[src/design/rc4_pkg.sv]
// ----------------------------------------------------------------------------
// RC4 package
// Shared widths, request codes, sequencer states and the request type.
// ----------------------------------------------------------------------------
`default_nettype none

package rc4_pkg;

  localparam int KEY_DEPTH_DEF = 256;
  localparam int BYTE_W        = 8;
  localparam int KEY_LEN_W     = 9;
  localparam int ACT_W         = 2;
  localparam int PERM_SIZE     = 256;

  localparam logic [BYTE_W-1:0]    PERM_LAST     = BYTE_W'(PERM_SIZE - 1);
  localparam logic [KEY_LEN_W-1:0] KEY_LEN_RESET = KEY_LEN_W'(16);

  localparam logic [ACT_W-1:0] ACT_LOAD  = 2'd0;
  localparam logic [ACT_W-1:0] ACT_START = 2'd1;
  localparam logic [ACT_W-1:0] ACT_CRYPT = 2'd2;

  typedef enum logic [3:0] {
    ST_IDLE,
    ST_FILL,
    ST_KS_RDK,
    ST_KS_RDB,
    ST_KS_WRK,
    ST_KS_WRB,
    ST_CR_RDA,
    ST_CR_RDB,
    ST_CR_WRA,
    ST_CR_WRB,
    ST_CR_RDT,
    ST_CR_OUT
  } rc4_state_e;

  typedef struct packed {
    logic [ACT_W-1:0]  action;
    logic [BYTE_W-1:0] data_byte;
  } rc4_cmd_t;

endpackage

`default_nettype wire

[src/design/rc4_if.sv]
// ----------------------------------------------------------------------------
// RC4 channel interfaces
// Request, response and key length write channels with valid/ready.
// ----------------------------------------------------------------------------
`default_nettype none

interface rc4_in_if;
  logic       valid;
  logic       ready;
  logic [1:0] action;
  logic [7:0] key_index;
  logic [7:0] data_byte;

  modport source (output valid, output action, output key_index, output data_byte,
                  input ready);
  modport sink   (input valid, input action, input key_index, input data_byte,
                  output ready);
endinterface

interface rc4_out_if;
  logic       valid;
  logic       ready;
  logic [7:0] out_byte;

  modport source (output valid, output out_byte, input ready);
  modport sink   (input valid, input out_byte, output ready);
endinterface

interface rc4_cfg_if;
  logic       valid;
  logic       ready;
  logic [8:0] key_length;

  modport source (output valid, output key_length, input ready);
  modport sink   (input valid, input key_length, output ready);
endinterface

`default_nettype wire

[src/design/rc4_key_store.sv]
// ----------------------------------------------------------------------------
// RC4 key store
// Key byte memory, one write port and one registered read port.
// ----------------------------------------------------------------------------
`default_nettype none

module rc4_key_store import rc4_pkg::*; #(
  parameter int KEY_DEPTH = KEY_DEPTH_DEF,
  localparam int KAW      = (KEY_DEPTH > 1) ? $clog2(KEY_DEPTH) : 1
) (
  input  wire logic              clk_i,
  input  wire logic              we_i,
  input  wire logic [KAW-1:0]    waddr_i,
  input  wire logic [BYTE_W-1:0] wdata_i,
  input  wire logic [KAW-1:0]    raddr_i,
  output logic      [BYTE_W-1:0] rdata_o
);

  logic [BYTE_W-1:0] mem [KEY_DEPTH];

  always_ff @(posedge clk_i) begin
    if (we_i) begin
      mem[waddr_i] <= wdata_i;
    end
  end

  always_ff @(posedge clk_i) begin
    rdata_o <= mem[raddr_i];
  end

endmodule

`default_nettype wire

[src/design/rc4_core.sv]
// ----------------------------------------------------------------------------
// RC4 core
// Sequencer over a single-port permutation memory: fill, key schedule and
// keystream generation.
// ----------------------------------------------------------------------------
`default_nettype none

module rc4_core import rc4_pkg::*; #(
  parameter int KEY_DEPTH = KEY_DEPTH_DEF,
  localparam int KAW      = (KEY_DEPTH > 1) ? $clog2(KEY_DEPTH) : 1
) (
  input  wire logic              clk_i,
  input  wire logic              rst_ni,
  input  wire logic              cmd_valid_i,
  input  wire rc4_cmd_t          cmd_i,
  output logic                   cmd_ready_o,
  input  wire logic [KAW-1:0]    key_last_i,
  output logic      [KAW-1:0]    key_raddr_o,
  input  wire logic [BYTE_W-1:0] key_rdata_i,
  output logic                   res_valid_o,
  input  wire logic              res_ready_i,
  output logic      [BYTE_W-1:0] res_byte_o
);

  rc4_state_e        state_q, state_d;
  logic [BYTE_W-1:0] cnt_q, cnt_d;
  logic [KAW-1:0]    key_pos_q, key_pos_d;
  logic [BYTE_W-1:0] ia_q, ia_d;
  logic [BYTE_W-1:0] ib_q, ib_d;
  logic [BYTE_W-1:0] t_q, t_d;
  logic [BYTE_W-1:0] u_q, u_d;
  logic [BYTE_W-1:0] data_q, data_d;

  logic [BYTE_W-1:0] mem [PERM_SIZE];
  logic [BYTE_W-1:0] rdata_q;
  logic              mem_we;
  logic              mem_re;
  logic [BYTE_W-1:0] mem_addr;
  logic [BYTE_W-1:0] mem_wdata;

  always_ff @(posedge clk_i) begin
    if (mem_we) begin
      mem[mem_addr] <= mem_wdata;
    end else if (mem_re) begin
      rdata_q <= mem[mem_addr];
    end
  end

  always_comb begin
    state_d = state_q;
    unique case (state_q)
      ST_IDLE: begin
        if (cmd_valid_i && cmd_i.action == ACT_START) begin
          state_d = ST_FILL;
        end else if (cmd_valid_i && cmd_i.action == ACT_CRYPT) begin
          state_d = ST_CR_RDA;
        end
      end
      ST_FILL:   if (cnt_q == PERM_LAST) state_d = ST_KS_RDK;
      ST_KS_RDK: state_d = ST_KS_RDB;
      ST_KS_RDB: state_d = ST_KS_WRK;
      ST_KS_WRK: state_d = ST_KS_WRB;
      ST_KS_WRB: state_d = (cnt_q == PERM_LAST) ? ST_IDLE : ST_KS_RDK;
      ST_CR_RDA: state_d = ST_CR_RDB;
      ST_CR_RDB: state_d = ST_CR_WRA;
      ST_CR_WRA: state_d = ST_CR_WRB;
      ST_CR_WRB: state_d = ST_CR_RDT;
      ST_CR_RDT: state_d = ST_CR_OUT;
      ST_CR_OUT: if (res_ready_i) state_d = ST_IDLE;
      default:   state_d = ST_IDLE;
    endcase
  end

  always_comb begin
    cnt_d       = cnt_q;
    key_pos_d   = key_pos_q;
    ia_d        = ia_q;
    ib_d        = ib_q;
    t_d         = t_q;
    u_d         = u_q;
    data_d      = data_q;
    mem_we      = 1'b0;
    mem_re      = 1'b0;
    mem_addr    = cnt_q;
    mem_wdata   = rdata_q;
    cmd_ready_o = 1'b0;
    res_valid_o = 1'b0;
    res_byte_o  = data_q ^ rdata_q;
    key_raddr_o = key_pos_q;
    unique case (state_q)
      ST_IDLE: begin
        cmd_ready_o = 1'b1;
        data_d      = cmd_i.data_byte;
        if (cmd_valid_i && cmd_i.action == ACT_START) begin
          ia_d      = '0;
          ib_d      = '0;
          cnt_d     = '0;
          key_pos_d = '0;
        end
      end
      ST_FILL: begin
        mem_we    = 1'b1;
        mem_wdata = cnt_q;
        cnt_d     = BYTE_W'(cnt_q + 1'b1);
      end
      ST_KS_RDK: begin
        mem_re = 1'b1;
      end
      ST_KS_RDB: begin
        ib_d     = BYTE_W'(ib_q + rdata_q + key_rdata_i);
        t_d      = rdata_q;
        mem_re   = 1'b1;
        mem_addr = ib_d;
      end
      ST_KS_WRK: begin
        mem_we = 1'b1;
      end
      ST_KS_WRB: begin
        mem_we    = 1'b1;
        mem_addr  = ib_q;
        mem_wdata = t_q;
        cnt_d     = BYTE_W'(cnt_q + 1'b1);
        key_pos_d = (key_pos_q == key_last_i) ? '0 : KAW'(key_pos_q + 1'b1);
        if (cnt_q == PERM_LAST) begin
          ib_d = '0;
        end
      end
      ST_CR_RDA: begin
        ia_d     = BYTE_W'(ia_q + 1'b1);
        mem_re   = 1'b1;
        mem_addr = ia_d;
      end
      ST_CR_RDB: begin
        ib_d     = BYTE_W'(ib_q + rdata_q);
        t_d      = rdata_q;
        mem_re   = 1'b1;
        mem_addr = ib_d;
      end
      ST_CR_WRA: begin
        u_d      = rdata_q;
        mem_we   = 1'b1;
        mem_addr = ia_q;
      end
      ST_CR_WRB: begin
        mem_we    = 1'b1;
        mem_addr  = ib_q;
        mem_wdata = t_q;
      end
      ST_CR_RDT: begin
        mem_re   = 1'b1;
        mem_addr = BYTE_W'(t_q + u_q);
      end
      ST_CR_OUT: begin
        res_valid_o = 1'b1;
      end
      default: begin
      end
    endcase
  end

  always_ff @(posedge clk_i or negedge rst_ni) begin
    if (!rst_ni) begin
      state_q <= ST_IDLE;
      ia_q    <= '0;
      ib_q    <= '0;
    end else begin
      state_q <= state_d;
      ia_q    <= ia_d;
      ib_q    <= ib_d;
    end
  end

  always_ff @(posedge clk_i) begin
    cnt_q     <= cnt_d;
    key_pos_q <= key_pos_d;
    t_q       <= t_d;
    u_q       <= u_d;
    data_q    <= data_d;
  end

endmodule

`default_nettype wire

[src/design/rc4_stream_cipher.sv]
// ----------------------------------------------------------------------------
// RC4 stream cipher
// Key load, key schedule and byte encrypt/decrypt on valid/ready channels.
// ----------------------------------------------------------------------------
// A load request writes one key byte. A start request fills the permutation
// memory and then runs the key schedule with two reads and two writes per
// position. A crypt request is accepted, makes five accesses to the
// single-port permutation memory (two reads, two writes for the swap, one
// keystream read) and then hands its result off.
// The response register lets the next request in while a result waits.
// Write key_length only while the block is idle.
`default_nettype none

module rc4_stream_cipher import rc4_pkg::*; #(
  parameter int KEY_DEPTH = KEY_DEPTH_DEF,
  localparam int KAW      = (KEY_DEPTH > 1) ? $clog2(KEY_DEPTH) : 1
) (
  input  wire logic  clk_i,
  input  wire logic  rst_ni,
  rc4_in_if.sink     req_i,
  rc4_out_if.source  rsp_o,
  rc4_cfg_if.sink    cfg_i
);

  localparam logic [KEY_LEN_W-1:0] KEY_DEPTH_W = KEY_LEN_W'(KEY_DEPTH);

  logic [KEY_LEN_W-1:0] key_len_q;
  logic [KEY_LEN_W-1:0] key_last_full;
  logic [KAW-1:0]       key_last;
  logic                 key_we;
  logic [KAW-1:0]       key_raddr;
  logic [BYTE_W-1:0]    key_rdata;
  rc4_cmd_t             cmd;
  logic                 cmd_ready;
  logic                 res_valid;
  logic                 res_ready;
  logic [BYTE_W-1:0]    res_byte;
  logic                 out_valid_q, out_valid_d;
  logic [BYTE_W-1:0]    out_byte_q;

  assign cfg_i.ready = 1'b1;

  always_ff @(posedge clk_i or negedge rst_ni) begin
    if (!rst_ni) begin
      key_len_q <= KEY_LEN_RESET;
    end else if (cfg_i.valid) begin
      key_len_q <= cfg_i.key_length;
    end
  end

  always_comb begin
    priority if (key_len_q == '0) begin
      key_last_full = '0;
    end else if (key_len_q > KEY_DEPTH_W) begin
      key_last_full = KEY_LEN_W'(KEY_DEPTH_W - 1'b1);
    end else begin
      key_last_full = KEY_LEN_W'(key_len_q - 1'b1);
    end
  end

  assign key_last = key_last_full[KAW-1:0];

  assign key_we = req_i.valid && req_i.ready && req_i.action == ACT_LOAD &&
                  {1'b0, req_i.key_index} < KEY_DEPTH_W;

  rc4_key_store #(
    .KEY_DEPTH(KEY_DEPTH)
  ) u_key_store (
    .clk_i  (clk_i),
    .we_i   (key_we),
    .waddr_i(req_i.key_index[KAW-1:0]),
    .wdata_i(req_i.data_byte),
    .raddr_i(key_raddr),
    .rdata_o(key_rdata)
  );

  assign cmd.action    = req_i.action;
  assign cmd.data_byte = req_i.data_byte;
  assign req_i.ready   = cmd_ready;

  rc4_core #(
    .KEY_DEPTH(KEY_DEPTH)
  ) u_core (
    .clk_i      (clk_i),
    .rst_ni     (rst_ni),
    .cmd_valid_i(req_i.valid),
    .cmd_i      (cmd),
    .cmd_ready_o(cmd_ready),
    .key_last_i (key_last),
    .key_raddr_o(key_raddr),
    .key_rdata_i(key_rdata),
    .res_valid_o(res_valid),
    .res_ready_i(res_ready),
    .res_byte_o (res_byte)
  );

  assign res_ready = !out_valid_q || rsp_o.ready;

  always_comb begin
    out_valid_d = out_valid_q;
    if (res_valid && res_ready) begin
      out_valid_d = 1'b1;
    end else if (rsp_o.ready) begin
      out_valid_d = 1'b0;
    end
  end

  always_ff @(posedge clk_i or negedge rst_ni) begin
    if (!rst_ni) begin
      out_valid_q <= 1'b0;
    end else begin
      out_valid_q <= out_valid_d;
    end
  end

  always_ff @(posedge clk_i) begin
    if (res_valid && res_ready) begin
      out_byte_q <= res_byte;
    end
  end

  assign rsp_o.valid    = out_valid_q;
  assign rsp_o.out_byte = out_byte_q;

  a_res_hold: assert property (@(posedge clk_i) disable iff (!rst_ni)
    res_valid && !res_ready |=> res_valid)
    else $error("core result dropped while stalled");

  a_busy_on_res: assert property (@(posedge clk_i) disable iff (!rst_ni)
    res_valid |-> !req_i.ready)
    else $error("request accepted while a result is pending in the core");

  a_rsp_source: assert property (@(posedge clk_i) disable iff (!rst_ni)
    $rose(rsp_o.valid) |-> $past(res_valid && res_ready))
    else $error("response raised without a core result");

endmodule

`default_nettype wire

[src/flat_wrapper.sv]
// flat-port wrapper written by rule: the top's interface ports become plain ports
module rc4_stream_cipher_flat import rc4_pkg::*;
#(
  parameter int KEY_DEPTH = KEY_DEPTH_DEF,
  localparam int KAW      = (KEY_DEPTH > 1) ? $clog2(KEY_DEPTH) : 1
)
  (clk_i, rst_ni, req_i_valid, req_i_action, req_i_key_index, req_i_data_byte, req_i_ready, rsp_o_valid, rsp_o_out_byte, rsp_o_ready, cfg_i_valid, cfg_i_key_length, cfg_i_ready);
  rc4_in_if req_i_i ();
  rc4_out_if rsp_o_i ();
  rc4_cfg_if cfg_i_i ();
  input  wire logic clk_i;
  input  wire logic rst_ni;
  input wire logic [$bits(req_i_i.valid)-1:0] req_i_valid;
  input wire logic [$bits(req_i_i.action)-1:0] req_i_action;
  input wire logic [$bits(req_i_i.key_index)-1:0] req_i_key_index;
  input wire logic [$bits(req_i_i.data_byte)-1:0] req_i_data_byte;
  output wire logic [$bits(req_i_i.ready)-1:0] req_i_ready;
  output wire logic [$bits(rsp_o_i.valid)-1:0] rsp_o_valid;
  output wire logic [$bits(rsp_o_i.out_byte)-1:0] rsp_o_out_byte;
  input wire logic [$bits(rsp_o_i.ready)-1:0] rsp_o_ready;
  input wire logic [$bits(cfg_i_i.valid)-1:0] cfg_i_valid;
  input wire logic [$bits(cfg_i_i.key_length)-1:0] cfg_i_key_length;
  output wire logic [$bits(cfg_i_i.ready)-1:0] cfg_i_ready;
  assign req_i_i.valid = req_i_valid;
  assign req_i_i.action = req_i_action;
  assign req_i_i.key_index = req_i_key_index;
  assign req_i_i.data_byte = req_i_data_byte;
  assign req_i_ready = req_i_i.ready;
  assign rsp_o_valid = rsp_o_i.valid;
  assign rsp_o_out_byte = rsp_o_i.out_byte;
  assign rsp_o_i.ready = rsp_o_ready;
  assign cfg_i_i.valid = cfg_i_valid;
  assign cfg_i_i.key_length = cfg_i_key_length;
  assign cfg_i_ready = cfg_i_i.ready;
  rc4_stream_cipher #(.KEY_DEPTH(KEY_DEPTH)) u_core (.clk_i(clk_i), .rst_ni(rst_ni), .req_i(req_i_i), .rsp_o(rsp_o_i), .cfg_i(cfg_i_i));
endmodule
[config.mk]
export PLATFORM = sky130hd
export DESIGN_NAME = rc4_stream_cipher_flat
export DESIGN_NICKNAME = d
export VERILOG_FILES = /design/src/design/rc4_pkg.sv /design/src/design/rc4_if.sv /design/src/design/rc4_key_store.sv /design/src/design/rc4_core.sv /design/src/design/rc4_stream_cipher.sv /design/src/flat_wrapper.sv
export SDC_FILE = /design/constraint.sdc
export NUM_CORES = 2
export LEC_CHECK = 0
export BUFFER_PORTS_ARGS = -buffer_cell sky130_fd_sc_hd__buf_2
export CORE_ASPECT_RATIO = 0.8
export CORE_MARGIN = 2
export CORE_UTILIZATION = 47
export CTS_CLUSTER_DIAMETER = 50
export DETAILED_ROUTE_END_ITERATION = 16
export SYNTH_ARGS = -nofsm -noshare
export SYNTH_HDL_FRONTEND = slang
export SYNTH_SLANG_ARGS = --single-unit
[constraint.sdc]
create_clock -name clk_i -period 6.7 [get_ports clk_i]
set_input_delay 0.67 -clock clk_i [delete_from_list [all_inputs] [get_ports clk_i]]
set_output_delay 0.67 -clock clk_i [all_outputs]
set_load 0.1 [all_outputs]
==> reports/qor.yml <==
synthesis:
  synth_area_sq_um: 166000
  synth_edf_count: 4152
  synthTopCellsByCount: "4,152 x edfxtp_1, 1,856 x nand2_1, 654 x mux4_2"
  yosysSeqAreaShare: 0.756
  synth.most_common_cell: "edfxtp_1"
  syn_nets: 10100
  synth.area.top_cells: "edfxtp_1 75%, mux4_2 8.9%, nand2_1 4.2%"
  syn_avg_cell_area_sq_um: 16.6
  netlist-cell-type-count: 84
  synth_flop_cell: "edfxtp_1"
  async_flop_share: 0.00716
  ys_ff_latch: 4190
  ys_warn_count: 0
  yosys.area.top_type: "edfxtp_1"
  yosysTopAreaCellShare: 0.751
  synthCells: 10000
clocking:
  cts_buffers: 417
  cts_sinks: 4190
  clock_latency_ps: 940
  cts_root_buffer: "clkbuf_16"
  cts.path.max_buffers: 4
  htreeDepth: 5
  cts_tree: "yes"
  cts.clk_slew.worst_paths_ps: 70
finish:
  drive_gt1_frac: 0.158
  area_delta_synth_final_pct: 12.1
  nets: 10200
  nFillCells: 28100
timing:
  post-route-min-period_ps: 6580
  skew_ps: 57.4
  worst_pin_slew_ps: 1320
  final-setup-viol-count: 0
  timing.final.crit_share: 0.982
  setup_tns_ps: 0
  slew_viol_final: 0
  rsz0062_at_grt: "false"
  max_freq_ghz: 0.152
  slew-limit-headroom: 0.119
  hold_viol: 0
route:
  drcViolationCount: 0
  via_per_inst: 6.14
  first_pass_iters: 6
  wirelength_um: 458000
  vias: 93300
  wl_per_cell_um: 30.2
  drt_iter0_drc: 13100
  ant_nets: 0
placement:
  io_buffers: 41
  gp_congestion: 0.912
  hpwl_um: 278000
setup_path:
  startpoint_type: "flip-flop"
  endpoint_kind: "flip-flop"
  crit_type: "flip-flop to flip-flop"
  critPathArrivalTime_ps: 7180
  cp_data_required_time_ps: 7300
  crit_fanout: 21
floorplan:
  start_util: 0.472
  io-pin-count: 43
  design.core.area_sq_um: 352000
  dieArea_sq_um: 358000
  die_h_um: 536
  die_w_um: 669
  rows: 195
global_route:
  antenna_found_initial: 17
  grt_max_degree: 155
  grt_pass1_vias: 90700
  track_usage: 0.252
  grt_pass1_wl_um: 659000
  gr-total-overflow: 0
min_path:
  hp-class: "input port to flip-flop"
flow_run:
  cap_violations: 0
outcome:
  outcome: "finished, final reports clean"
[worst max-delay path: stages, from the launching register on]
cell	delay, ps
edfxtp_1	820
ha_1	420
and3_1	210
o21a_1	230
nor2_1	160
ha_1	260
inv_1	90
a21oi_1	90
nor2_1	150
a22oi_1	130
a31oi_4	650
and2_2	750
buf_4	340
a22o_1	280
a221oi_1	120
o22ai_1	380
nor3_1	150
buf_4	190
a41oi_1	780
[metal layers]
metal | vias to the layer above | GRT usage | routed length [um]
met5 | - | 0 | 66
met4 | 10 | 0.0870 | 17500
met3 | 799 | 0.0433 | 40400
met2 | 4763 | 0.381 | 208000
met1 | 48500 | 0.374 | 192000
li1 | 39200 | - | -
[cells in the final DEF, fill, tap and decap left out, types with 83 or more instances in the layout]
| cell | count |
|---|---|
| a211oi_1 | 83 |
| a21oi_1 | 132 |
| a31oi_1 | 190 |
| a32oi_1 | 97 |
| and3_1 | 192 |
| buf_4 | 210 |
| clkbuf_16 | 422 |
| clkinv_1 | 94 |
| edfxtp_1 | 4152 |
| mux2i_1 | 143 |
| mux4_2 | 654 |
| nand2_1 | 1847 |
| nand3_1 | 559 |
| nor2_1 | 590 |
| o21ai_0 | 90 |
[final cells by class]
type                            count  area, sq um  share of cell area
Sequential cell                  4190       126000               0.674
Multi-Input combinational cell   5151        37800               0.203
Clock buffer                      493        10800              0.0582
Tap cell                         4728         5920              0.0318
Timing Repair Buffer              324         3210              0.0173
Clock inverter                    275         2760              0.0148
Inverter                           27          101            0.000544
Antenna cell                        7         17.5           0.0000940
[final timing paths]
path                                           from                        to  slack, ps  cells after the start
hold reg to reg               u_core.u_core.ib_q[0]     u_core.u_core.ib_q[0]        530                      2
hold / removal                          cfg_i_valid       u_core.key_len_q[6]        100                      3
min in group asynchronous                    rst_ni       u_core.key_len_q[2]        370                      2
setup reg to reg           u_core.u_core.rdata_q[2]  u_core.u_core.rdata_q[0]        120                     18
max in group asynchronous                    rst_ni        u_core.rsp_o.valid       5730                      2
setup / recovery           u_core.u_core.rdata_q[2]  u_core.u_core.rdata_q[0]        120                     18
[metrics by stage]
step	instances	area, sq um	hold WS, ps	worst slack (ps)	util
4_1_cts	15200	186000	11.8	178	0.529
3_5_place_dp	14400	173000	519	225	0.490
2_1_floorplan	10000	166000	374	1220	-
5_1_grt	15200	186000	99.7	100	0.529
6_report	15200	186000	96.9	118	0.529
3_3_place_gp	14400	173000	504	89.8	0.490
[flip-flops by register name, indices dropped and copies added, names as in the netlist]
| name | cells |
|---|---|
| u_core.u_core.state_q | 4 |
| u_core.u_core.key_raddr_o | 8 |
| u_core.u_key_store.mem | 2048 |
| u_core.u_core.cnt_q | 8 |
| u_core.u_core.t_q | 8 |
| u_core.u_core.ib_q | 8 |
| u_core.key_len_q | 9 |
| u_core.u_core.ia_q | 8 |
| u_core.u_key_store.rdata_o | 8 |
| u_core.u_core.rdata_q | 8 |
| u_core.rsp_o.valid | 1 |
| u_core.u_core.data_q | 8 |
| u_core.u_core.u_q | 8 |
| u_core.u_core.mem | 2048 |
| u_core.rsp_o.out_byte | 8 |
[timing repair]
item	in CTS	in global routing
setup endpoints to repair	0	1
hold buffers	10	0
endpoints found under the hold margin	38	0
buffers inserted	0	0
gates resized for setup	0	2
[logic make-up after synthesis]
group,count (synthesis),synth area share
AO/OA/AOI/OAI,870,0.0363
XOR/XNOR,43,0.00227
adder cells (fa/ha/maj),28,0.00224
buffers and inverters,663,0.0176
flip-flops,4190,0.756
multiplexers,819,0.0988
other,1,0.0000226
AND/OR/NAND/NOR,3390,0.0867
Power is left out: the tool's default activity adds up to more than one toggle a clock period on the data nets, which glitch-free logic cannot reach.
